`config.mk`:
```
export PLATFORM = sky130hd
export DESIGN_NAME = rolling_window_hash
export DESIGN_NICKNAME = d
export VERILOG_FILES = /design/src/rtl/rwh_pkg.sv /design/src/rtl/rwh_store.sv /design/src/rtl/rwh_roll.sv /design/src/rtl/rolling_window_hash.sv
export SDC_FILE = /design/constraint.sdc
export NUM_CORES = 2
export LEC_CHECK = 0
export ABC_AREA = 1
export BUFFER_PORTS_ARGS = -buffer_cell sky130_fd_sc_hd__buf_4
export CAP_MARGIN = 30
export CORE_AREA = 2 2 472 474
export DETAILED_ROUTE_END_ITERATION = 10
export DIE_AREA = 0 0 474 476
export GPL_ROUTABILITY_DRIVEN = 0
export PLACE_DENSITY_LB_ADDON = 0.08
export SYNTH_ARGS = -nofsm -noshare
export SYNTH_HDL_FRONTEND = slang
export SYNTH_SLANG_ARGS = --single-unit
```
`constraint.sdc`:
```
create_clock -name clk -period 11.6 [get_ports clk]
set_input_delay 1.16 -clock clk [delete_from_list [all_inputs] [get_ports clk]]
set_output_delay 1.16 -clock clk [all_outputs]
set_load 0.05 [all_outputs]
```
`src/rtl/rwh_pkg.sv`:
```
// Shared widths, register codes, reset values and control types of the rolling window hash.
package rwh_pkg;

    localparam int HASH_W = 64;
    localparam int RANK_W = 8;
    localparam int BASE_W = 9;
    localparam int LEN_W  = 7;
    localparam int IDX_W  = 1;

    localparam int WINDOW_MAX_DEFAULT = 64;

    localparam logic [BASE_W-1:0] BASE_RESET       = 9'd4;
    localparam logic [LEN_W-1:0]  WINDOW_LEN_RESET = 7'd16;

    // register indexes on the config port
    localparam logic [IDX_W-1:0] REG_BASE       = 1'b0;
    localparam logic [IDX_W-1:0] REG_WINDOW_LEN = 1'b1;

    // per-step control from the sequencer to the hash datapath
    typedef struct packed {
        logic clear;      // restart or config write: hash 0, power 1
        logic mul_step;   // oldest-term subtract, power growth
        logic roll_step;  // times base plus new rank
        logic full;       // window already holds every slot
        logic grow_power; // prefix longer than one symbol: power *= base
    } roll_ctl_t;

endpackage

```
`src/rtl/rwh_store.sv`:
```
// Window symbol store: one write port, one read port, registered read data.
module rwh_store #(
    parameter int DEPTH  = 64,
    parameter int ADDR_W = 6
) (
    input  logic                       clk,
    input  logic                       wr_en,
    input  logic [ADDR_W-1:0]          wr_addr,
    input  logic [rwh_pkg::RANK_W-1:0] wr_data,
    input  logic                       rd_en,
    input  logic [ADDR_W-1:0]          rd_addr,
    output logic [rwh_pkg::RANK_W-1:0] rd_data
);
    import rwh_pkg::*;

    logic [RANK_W-1:0] mem [DEPTH];
    logic [RANK_W-1:0] rd_data_reg;

    always_ff @(posedge clk)
    begin
        if (wr_en)
        begin
            mem[wr_addr] <= wr_data;
        end
    end

    always_ff @(posedge clk)
    begin
        if (rd_en)
        begin
            rd_data_reg <= mem[rd_addr];
        end
    end

    assign rd_data = rd_data_reg;

endmodule

```
`src/rtl/rwh_roll.sv`:
```
// Hash datapath: running hash, top power and the two multiply steps of one roll.
module rwh_roll (
    input  logic                       clk,
    input  logic                       rst_n,
    input  rwh_pkg::roll_ctl_t         ctl,
    input  logic [rwh_pkg::BASE_W-1:0] base,
    input  logic [rwh_pkg::RANK_W-1:0] rank,
    input  logic [rwh_pkg::RANK_W-1:0] oldest,
    output logic [rwh_pkg::HASH_W-1:0] hash_next
);
    import rwh_pkg::*;

    logic [HASH_W-1:0] hash_reg;
    logic [HASH_W-1:0] power_reg;
    logic [HASH_W-1:0] diff_reg;
    logic [HASH_W-1:0] oldest_term;

    // base^(L-1) * oldest, modulo 2^64
    assign oldest_term = power_reg * HASH_W'(oldest);
    assign hash_next   = diff_reg * HASH_W'(base) + HASH_W'(rank);

    always_ff @(posedge clk or negedge rst_n)
    begin
        if (!rst_n)
        begin
            hash_reg  <= '0;
            power_reg <= HASH_W'(1);
        end
        else if (ctl.clear)
        begin
            hash_reg  <= '0;
            power_reg <= HASH_W'(1);
        end
        else
        begin
            if (ctl.mul_step && ctl.grow_power)
            begin
                power_reg <= power_reg * HASH_W'(base);
            end
            if (ctl.roll_step)
            begin
                hash_reg <= hash_next;
            end
        end
    end

    always_ff @(posedge clk)
    begin
        if (ctl.mul_step)
        begin
            diff_reg <= ctl.full ? (hash_reg - oldest_term) : hash_reg;
        end
    end

endmodule

```
`src/rtl/rolling_window_hash.sv`:
```
// Top level of the rolling window hash: config, sequencer, window pointers, output register.
//
// Usage:
//   Slave stream s_*: one symbol rank per transaction in s_tdata, s_tuser set
//   when the symbol starts a new string (hash and window cleared first).
//   Master stream m_*: one result per input, the 64-bit hash of the prefix or
//   of the full window in m_tdata, m_tuser set once the window is full.
//   Config port: cfg_wr_en, cfg_index (0 = base, 1 = window_len), cfg_data.
//   Any write also clears the stream. Write only while the block is idle.
// Steps:
//   One item runs: accept plus store read, oldest-term multiply, times-base roll.
//   A new symbol is accepted only once the roll step is done. The dependent
//   64-bit products (by the 8-bit oldest rank, then by the 9-bit base) and the
//   registered store read set these steps; result valid is registered at the roll.
// Reset:
//   Hash 0, top power 1, window empty, base 4, window_len 16. The symbol store
//   is not cleared; an unwritten slot may be read, but its data is used only when full.
// Stalls:
//   The output register holds the result while m_tready is low; the next item
//   is still accepted and waits in its roll step until the register frees.
module rolling_window_hash #(
    parameter int WINDOW_MAX = rwh_pkg::WINDOW_MAX_DEFAULT
) (
    input  logic                       clk,
    input  logic                       rst_n,
    // slave stream
    input  logic                       s_tvalid,
    output logic                       s_tready,
    input  logic [7:0]                 s_tdata,   // [7:0] symbol_rank
    input  logic                       s_tuser,   // [0] restart
    // master stream
    output logic                       m_tvalid,
    input  logic                       m_tready,
    output logic [63:0]                m_tdata,   // [63:0] hash_value
    output logic                       m_tuser,   // [0] window_full
    // config write port
    input  logic                       cfg_wr_en,
    input  logic [rwh_pkg::IDX_W-1:0]  cfg_index,
    input  logic [rwh_pkg::BASE_W-1:0] cfg_data
);
    import rwh_pkg::*;

    localparam int ADDR_W = (WINDOW_MAX > 1) ? $clog2(WINDOW_MAX) : 1;
    localparam int CNT_W  = $clog2(WINDOW_MAX + 1);

    typedef enum logic [2:0] {
        S_IDLE = 3'b001,
        S_MUL  = 3'b010,
        S_ROLL = 3'b100
    } state_t;

    state_t state_reg, state_next;

    logic [BASE_W-1:0] base_reg;
    logic [LEN_W-1:0]  window_len_reg;
    logic [CNT_W-1:0]  fill_reg, fill_next;
    logic [ADDR_W-1:0] oldest_reg, oldest_next;
    logic [RANK_W-1:0] rank_reg;
    logic              m_tvalid_reg, m_tvalid_next;
    logic [HASH_W-1:0] m_hash_reg;
    logic              m_full_reg;

    logic [CNT_W-1:0]  eff_len;
    logic [CNT_W-1:0]  oldest_inc;
    logic              accept;
    logic              restart;
    logic              full;
    logic              out_free;
    logic              roll_fire;
    logic              wr_en;
    logic [ADDR_W-1:0] wr_addr;
    logic [RANK_W-1:0] oldest_rank;
    logic [HASH_W-1:0] hash_next;
    roll_ctl_t         ctl;

    // window length clamped to 1..WINDOW_MAX
    always_comb
    begin
        if (window_len_reg == '0)
        begin
            eff_len = CNT_W'(1);
        end
        else if (32'(window_len_reg) > 32'(WINDOW_MAX))
        begin
            eff_len = CNT_W'(WINDOW_MAX);
        end
        else
        begin
            eff_len = CNT_W'(window_len_reg);
        end
    end

    assign s_tready   = (state_reg == S_IDLE);
    assign accept     = s_tvalid && s_tready;
    assign restart    = accept && s_tuser;
    assign full       = (fill_reg == eff_len);
    assign out_free   = !m_tvalid_reg || m_tready;
    assign roll_fire  = (state_reg == S_ROLL) && out_free;
    assign oldest_inc = CNT_W'(oldest_reg) + CNT_W'(1);

    // store write: the oldest slot once full, else the next free slot
    assign wr_en   = roll_fire;
    assign wr_addr = full ? oldest_reg : ADDR_W'(fill_reg);

    assign ctl.clear      = cfg_wr_en || restart;
    assign ctl.mul_step   = (state_reg == S_MUL);
    assign ctl.roll_step  = roll_fire;
    assign ctl.full       = full;
    assign ctl.grow_power = !full && (fill_reg != '0);

    always_comb
    begin
        state_next = state_reg;
        unique case (state_reg)
            S_IDLE:
            begin
                if (accept)
                begin
                    state_next = S_MUL;
                end
            end
            S_MUL:
            begin
                state_next = S_ROLL;
            end
            S_ROLL:
            begin
                if (out_free)
                begin
                    state_next = S_IDLE;
                end
            end
            default:
            begin
                state_next = S_IDLE;
            end
        endcase
    end

    // window pointers
    always_comb
    begin
        fill_next   = fill_reg;
        oldest_next = oldest_reg;
        if (cfg_wr_en || restart)
        begin
            fill_next   = '0;
            oldest_next = '0;
        end
        else if (roll_fire)
        begin
            if (full)
            begin
                oldest_next = (oldest_inc >= eff_len) ? '0 : ADDR_W'(oldest_inc);
            end
            else
            begin
                fill_next = fill_reg + CNT_W'(1);
            end
        end
    end

    always_comb
    begin
        m_tvalid_next = m_tvalid_reg;
        if (roll_fire)
        begin
            m_tvalid_next = 1'b1;
        end
        else if (m_tready)
        begin
            m_tvalid_next = 1'b0;
        end
    end

    always_ff @(posedge clk or negedge rst_n)
    begin
        if (!rst_n)
        begin
            state_reg      <= S_IDLE;
            base_reg       <= BASE_RESET;
            window_len_reg <= WINDOW_LEN_RESET;
            fill_reg       <= '0;
            oldest_reg     <= '0;
            m_tvalid_reg   <= 1'b0;
        end
        else
        begin
            state_reg    <= state_next;
            fill_reg     <= fill_next;
            oldest_reg   <= oldest_next;
            m_tvalid_reg <= m_tvalid_next;
            if (cfg_wr_en)
            begin
                unique case (cfg_index)
                    REG_BASE:       base_reg       <= cfg_data;
                    REG_WINDOW_LEN: window_len_reg <= cfg_data[LEN_W-1:0];
                    default:        ;
                endcase
            end
        end
    end

    // payload registers
    always_ff @(posedge clk)
    begin
        if (accept)
        begin
            rank_reg <= s_tdata;
        end
        if (roll_fire)
        begin
            m_hash_reg <= hash_next;
            m_full_reg <= full || ((fill_reg + CNT_W'(1)) == eff_len);
        end
    end

    // oldest symbol is read at acceptance and used in the multiply step
    rwh_store #(
        .DEPTH  (WINDOW_MAX),
        .ADDR_W (ADDR_W)
    ) u_store (
        .clk     (clk),
        .wr_en   (wr_en),
        .wr_addr (wr_addr),
        .wr_data (rank_reg),
        .rd_en   (accept),
        .rd_addr (oldest_reg),
        .rd_data (oldest_rank)
    );

    rwh_roll u_roll (
        .clk       (clk),
        .rst_n     (rst_n),
        .ctl       (ctl),
        .base      (base_reg),
        .rank      (rank_reg),
        .oldest    (oldest_rank),
        .hash_next (hash_next)
    );

    assign m_tvalid = m_tvalid_reg;
    assign m_tdata  = m_hash_reg;
    assign m_tuser  = m_full_reg;

endmodule

```
# Word-level counts from Yosys, hierarchy flattened
# Memories as Yosys holds them, arrays and structs flattened. A register that Yosys moved wholly into a read port is not among the register bits.
# Cells that the tools add are included.
word_totals:
  memories: 1
  word_cells: 74
  out_inout_bits: 67
  mem_bits_rw: 512
  regBits: 298
  inputBits: 24
memory_table:
  columns: ["name", "depth", "word_bits", "rd", "rd_ports_with_merged_regs", "wr", "line_no", "source"]
  rows:
  - ["u_store.mem", 64, 8, 1, 1, 1, "rwh_store.sv:16", "logic [RANK_W-1:0] mem [DEPTH];"]
op_classes:
  eq_ne: 8
  n_bitwise: 1
  n_mul: 3
  add_sub_neg: 4
  n_mux: 22
  reduce_logical: 21
  magnitude_cmp: 2
op_table:
  columns: ["operator", "count"]
  rows:
  - ["two-way mux 64 bit", 5]
  - ["multiplier 64 x 9 -> 64 bit", 2]
  - ["adder 64 x 8 -> 64 bit", 1]
  - ["multiplier 64 x 8 -> 64 bit", 1]
  - ["subtractor 64 bit", 1]
  - ["two-way mux 7 bit", 5]
  - ["two-way mux 6 bit", 5]
  - ["== test 7 bit", 2]
  - ["AND reduction 2 bit", 5]
  - ["case mux 3 bit (3 select lines)", 1]
  - ["nonzero test 2 bit", 4]
  - ["adder 6 x 1 -> 7 bit, second input constant", 1]
  - ["adder 7 x 1 -> 7 bit, second input constant", 1]
  - ["greater-or-equal comparator 7 bit", 1]
  - ["> comparator 7 bit, second input constant", 1]
  - ["zero test 7 bit", 1]
  - ["nonzero test 7 bit", 1]
  - ["two-way mux 3 bit", 2]
  - ["logical AND 1 bit", 5]
  - ["two-way mux 1 bit", 4]
  - ["inequality test 2 x 1 -> 1 bit, second input constant", 2]
  - ["== test 3 x 1 -> 1 bit, second input constant", 1]
  - ["== test 3 x 2 -> 1 bit, second input constant", 1]
  - ["== test 3 bit, second input constant", 1]
  - ["4 further kinds", 7]

# Logic depth before layout (Yosys ltp)
depth:
  word_depth: 9
  depth_mapped: 28
  mapped_depth_nobuf: 25

# Hierarchy
# From an unflattened synthesis, not the netlist that was laid out.
unflattened:
  hier_cells: 11717
  hier_area_um2: 90480.5
by_module_without_submodules:
  columns: ["mod", "cells_per_inst", "n_inst", "seq_area_each_um2", "area_per_inst_um2"]
  rows:
  - ["rwh_roll", 9543, 1, 5126.2, 64589.4]
  - ["rwh_store", 1805, 1, 15615.0, 21419.3]
  - ["rolling_window_hash", 369, 1, 3021.6, 4471.8]

# Worst setup path after synthesis
# OpenSTA, ideal clock, no wires.
synth_timing:
  path_kind: "flip-flop to flip-flop"
  start: "reg state_reg[2]"
  end: "reg u_roll.power_reg[48]"
  n_path_buf: 2
  arrival_ns: 6.108
  setup_slack_ns: 5.427
  path_stages_with_launch: 10
  cell_sequence: "dfrtp_1 nor3_1 inv_1 nor2_1 nand2_1 nor2_1 buf_2 buf_1 nand3_1 nand2_1"
synth_via:
  elab_chain_len: 5
  elab_cells_between_ends: 8
  classes_between: "eq/ne: 2; mux: 1; reduce/logical: 5"
synth_lines:
  columns: ["element", "line_no", "source"]
  rows:
  - ["start: declaration", "rolling_window_hash.sv:52", "state_t state_reg, state_next;"]
  - ["start signal: assignment", "rolling_window_hash.sv:189", "state_reg <= state_next;"]
  - ["== test 3 x 1 -> 1 bit", "rolling_window_hash.sv:93", "assign s_tready = (state_reg == S_IDLE);"]
  - ["logical AND 1 bit", "rolling_window_hash.sv:94", "assign accept = s_tvalid && s_tready;"]
  - ["logical AND 1 bit", "rolling_window_hash.sv:95", "assign restart = accept && s_tuser;"]
  - ["logical OR 1 bit", "rolling_window_hash.sv:105", "assign ctl.clear = cfg_wr_en || restart;"]
  - ["two-way mux 64 bit or nonzero test 2 bit (tied branches)", null, null]
  - ["end signal: assignment", "rwh_roll.sv:38", "power_reg <= power_reg * HASH_W'(base);"]
  - ["end: declaration", "rwh_roll.sv:14", "logic [HASH_W-1:0] power_reg;"]
# Several ways; a longest one is shown, not always the timed one.
# A chain may end at the register's enable or synchronous reset.

# Final worst setup path
layout_timing:
  start: "reg base_reg[7]"
  end: "reg m_hash_reg[45], in the netlist m_tdata[45] (data pin)"
layout_via:
  elab_chain_len: 2
layout_lines:
  columns: ["element", "line_no", "source"]
  rows:
  - ["start: declaration", "rolling_window_hash.sv:54", "logic [BASE_W-1:0] base_reg;"]
  - ["start signal: assignment", "rolling_window_hash.sv:196", "REG_BASE: base_reg <= cfg_data;"]
  - ["multiplier 64 x 9 -> 64 bit", "rwh_roll.sv:20", "assign hash_next = diff_reg * HASH_W'(base) + HASH_W'(rank);"]
  - ["adder 64 x 8 -> 64 bit", "rwh_roll.sv:20", null]
  - ["net hash_next[45]", "rolling_window_hash.sv:73", "logic [HASH_W-1:0] hash_next;"]
  - ["end signal: assignment", "rolling_window_hash.sv:213", "m_hash_reg <= hash_next;"]
  - ["end: declaration", "rolling_window_hash.sv:60", "logic [HASH_W-1:0] m_hash_reg;"]
# The timed path passes the listed nets, and every way through them passes these cells.

==> reports/qor.txt <==
CLOCK NETWORK
-----------------------------------------------------------------------------------------
Clock latency on the worst-skew pair                                               770 ps
Post-CTS setup repair buffer count                                                      0
H-tree levels                                                                           3
Inserted Clock Buffers                                                                 99
Max clock buf depth                                                                     3
Clock slew at the register clock pins of the worst setup and hold paths             80 ps
Root Driver                                                                     clkbuf_16
CTS Sinks                                                                             818
Clock tree from TritonCTS                                                            done
# resized after CTS                                                                     0
Hold bufs inserted after CTS                                                            0

FLOORPLAN
-----------------------------------------------------------------------------------------
Row cnt                                                                               173
Die height                                                                         476 µm
Die span in x                                                                      474 µm
Initial Utilization                                                                 0.398
Area of the core                                                               221000 µm²
Top-level I/O count                                                                    91
DIE AREA                                                                       226000 µm²

TIMING
-----------------------------------------------------------------------------------------
Hold violation total from the final report                                              0
Final max-slew violation count                                                          0
Tcrit/Tclk final                                                                    0.617
Total setup violations reported at the end of the flow                                  0
Actual transition at the worst max-transition pin                                 1050 ps
Minimum period implied by the final worst setup slack                             7160 ps
Worst clock skew on the final layout                                              67.6 ps
Setup repair after global routing missed its margin                                 false
Achievable clock frequency                                                      0.140 GHz
Worst Slack Setup Final                                                           4440 ps
Worst max-slew margin expressed relative to the limit                               0.300
Sum of negative setup slack                                                          0 ps

POWER AND IR DROP
-----------------------------------------------------------------------------------------
Largest vdd supply drop                                                          0.417 mV
Post-route total power                                                           0.0290 W
Pwr Density                                                                    306 nW/µm²
Leakage dissipation                                                               49.7 nW

WORST SETUP PATH
-----------------------------------------------------------------------------------------
Crit-path cells                                                              buf_4, nand2_1, inv_1, fa_1, fa_1, fa_1, fa_1, ha_1, ha_1, nand2_1, nor4_1, nand2_1, inv_1, nand3_1, nand3_1, nand2_1, and2_1
Reg-to-reg endpoint                                                           m_tdata[45]
Endpoint type of the worst setup path                                           flip-flop
R2r startpoint                                                                base_reg[7]
Critical path data arrival time                                                   7620 ps
Slowest stage cell on the critical path                                           dfrtp_4
Peak fanout along the critical path                                                    59
Worst reg-to-reg setup slack                                                      4440 ps
Delay of the slowest critical-path stage                                          1030 ps
Startpoint-to-endpoint class of the critical path                              reg -> reg
Reg2reg path depth                                                                     17
Kind of cell adding the most delay to the critical path                       adder cells
Type of origin of the critical path                                             flip-flop
Buf+Inv Stages, Crit Path                                                               3
Worst Path Required                                                              12060 ps

CELLS AND AREA
-----------------------------------------------------------------------------------------
Max FFs per register                                                                  512
Finished Cell Area                                                              94800 µm²
Register name with the most flops                                             u_store.mem
Final #Nets                                                                         12.3k
Synthesis-to-finish area growth                                                     7.73%
Fraction of final layout cells with drive strength greater than 1                  0.0403
Fillers                                                                             22.3k

PLACEMENT
-----------------------------------------------------------------------------------------
Buffers added on ports                                                                 90
Dpl ws                                                                            4630 ps
Placed Area                                                                     91400 µm²
Placed wire-length estimate                                                        235 mm

YOSYS
-----------------------------------------------------------------------------------------
Synth Flop Type                                                                  edfxtp_1
Proportion of synthesized chip area in sequential cells                             0.270
Yosys cell types                                                                       50
Post-synthesis net count                                                            12.5k
Number of flip-flops and latches in the synthesized netlist                           818
Cell types with the highest counts after synthesis                           nand2_1, inv_1, fa_1
Synth Area per Inst                                                              8.01 µm²
Cell count after synthesis                                                          11.0k
Area of the mapped netlist                                                      88000 µm²
Top cell type's share of synthesized area                                           0.277
Biggest area contributors in the synthesized netlist                         fa_1, edfxtp_1, nand2_1, inv_1, dfrtp_1
Library cell occupying the most area in the post-synthesis netlist                   fa_1
Yosys warnings                                                                          0
Proportion of register bits with asynchronous set or reset after synthesis          0.197
Most used standard cell by instance count after synthesis                         nand2_1
Count of flip-flops with a built-in enable after synthesis                            657

DRT
-----------------------------------------------------------------------------------------
Vias post-DR                                                                        71.4k
Topmost layer with routed signal wires                                               met5
Number of routed nets with antenna violations                                           0
Per-cell routed wire length                                                       22.2 µm
Drt drc                                                                                 0
Routed wire length                                                                 308 mm
Number of vias per cell after detailed routing                                       5.15
Met2 wire len                                                                      141 mm
Met1 Routed Length                                                                 135 mm
Wire length on met3                                                               21.6 mm
Drt pass-1 iters                                                                        8
Starting DRC count in detailed routing                                               6321

GLOBAL ROUTING
-----------------------------------------------------------------------------------------
Combined global-route utilization of all metal layers                               0.274
Total grt overflow                                                                      0
Maximum number of pins on one net before global-route repair                          198
Number of antenna violations at the first check in global routing                       5
Via count of the first global-routing pass                                          73.1k
First-pass GRT wire length                                                         465 mm

FLOW RUN
-----------------------------------------------------------------------------------------
Number of max-cap violations                                                            0

OUTCOME
-----------------------------------------------------------------------------------------
Result of the run                                                            finished clean

MIN PATH
-----------------------------------------------------------------------------------------
Worst hold path type                                                          in -> async

layout by cell type, fill, tap and decap left out, types with 12 or more instances in the layout:
master and count:
nand3b_1 38, nand2_1 3152, a21oi_1 257, clkbuf_1 15, o21bai_1 31, fa_1 1218
buf_4 194, clkbuf_16 99, ha_1 294, o22ai_1 99, nor2_1 694, edfxtp_1 657
clkinv_2 19, nand3_1 334, nor3_1 37, o21ai_0 510, o221ai_1 52, nand4_1 81
inv_1 2609, clkinv_1 26, xnor2_1 55, o211ai_1 12, and2_1 34, dfrtp_1 146
xor2_1 42, nor4_1 12
through the flow:
step	utilization	hold WS (ps)	instances
floorplan	-	455	10984
global placement	0.413	466	13650
detailed placement	0.414	474	13657
CTS	0.429	476	13844
global route	0.429	501	13846
finish	0.429	458	13848
area by class of cell:
cell class | count | area [µm²] | share of cell area
flip-flops and latches | 818 | 23800 | 0.251
inverters | 2617 | 9830 | 0.104
repair buffers | 204 | 1660 | 0.0175
clock inverters | 73 | 728 | 0.00769
multi-input cells | 7045 | 52500 | 0.554
diodes | 2 | 5.00 | 0.0000528
well taps | 2975 | 3720 | 0.0393
clock buffers | 114 | 2530 | 0.0267
how the worst max path moves through the flow:
stage / to / start / cells past startpoint / slack (ps)
after global placement: u_roll.hash_reg[35] / base_reg[7] / 19 / 4580
after CTS: m_tdata[45] / base_reg[7] / 17 / 4580
after global routing: u_roll.hash_reg[35] / base_reg[8] / 20 / 4310
after detailed placement: u_roll.hash_reg[35] / base_reg[7] / 19 / 4630
after floorplan: u_roll.power_reg[48] / state_reg[2] / 9 / 5430
final: m_tdata[45] / base_reg[7] / 17 / 4440
routing by layer:
metal | GRT usage | up-vias
li1 | - | 32454
met1 | 0.381 | 36069
met3 | 0.0403 | 434
met4 | 0.0837 | 4
met2 | 0.442 | 2410
met5 | 0 | -
worst register-to-register path, stage by stage, from the launching register on:
cell	delay, ps
dfrtp_4	1030
buf_4	860
nand2_1	150
inv_1	100
fa_1	440
fa_1	520
fa_1	430
fa_1	570
ha_1	260
ha_1	480
nand2_1	210
nor4_1	720
nand2_1	230
inv_1	200
nand3_1	260
nand3_1	180
nand2_1	70
and2_1	150
cells by family (layout without fill, tap and decap cells):
logic type,after synthesis,in the layout,share of synthesized area
AO/OA/AOI/OAI,994,994,0.0625
XOR/XNOR,98,98,0.00984
AND/OR/NAND/NOR,4439,4439,0.204
flip-flops,818,818,0.270
adder cells (fa/ha/maj),1512,1512,0.319
other,0,2,0
buffers and inverters,3121,3008,0.134
multiplexers,2,2,0.000256
report_power, final:
part	internal, W	total, W	leakage [nW]	switching, W
sequential	0.00399	0.00443	8.13	0.000443
clock	0.00175	0.00318	1.58	0.00143
combinational	0.00635	0.0214	40.0	0.0151
total	0.0121	0.0290	49.7	0.0169
(Power assumes the default switching activity.)
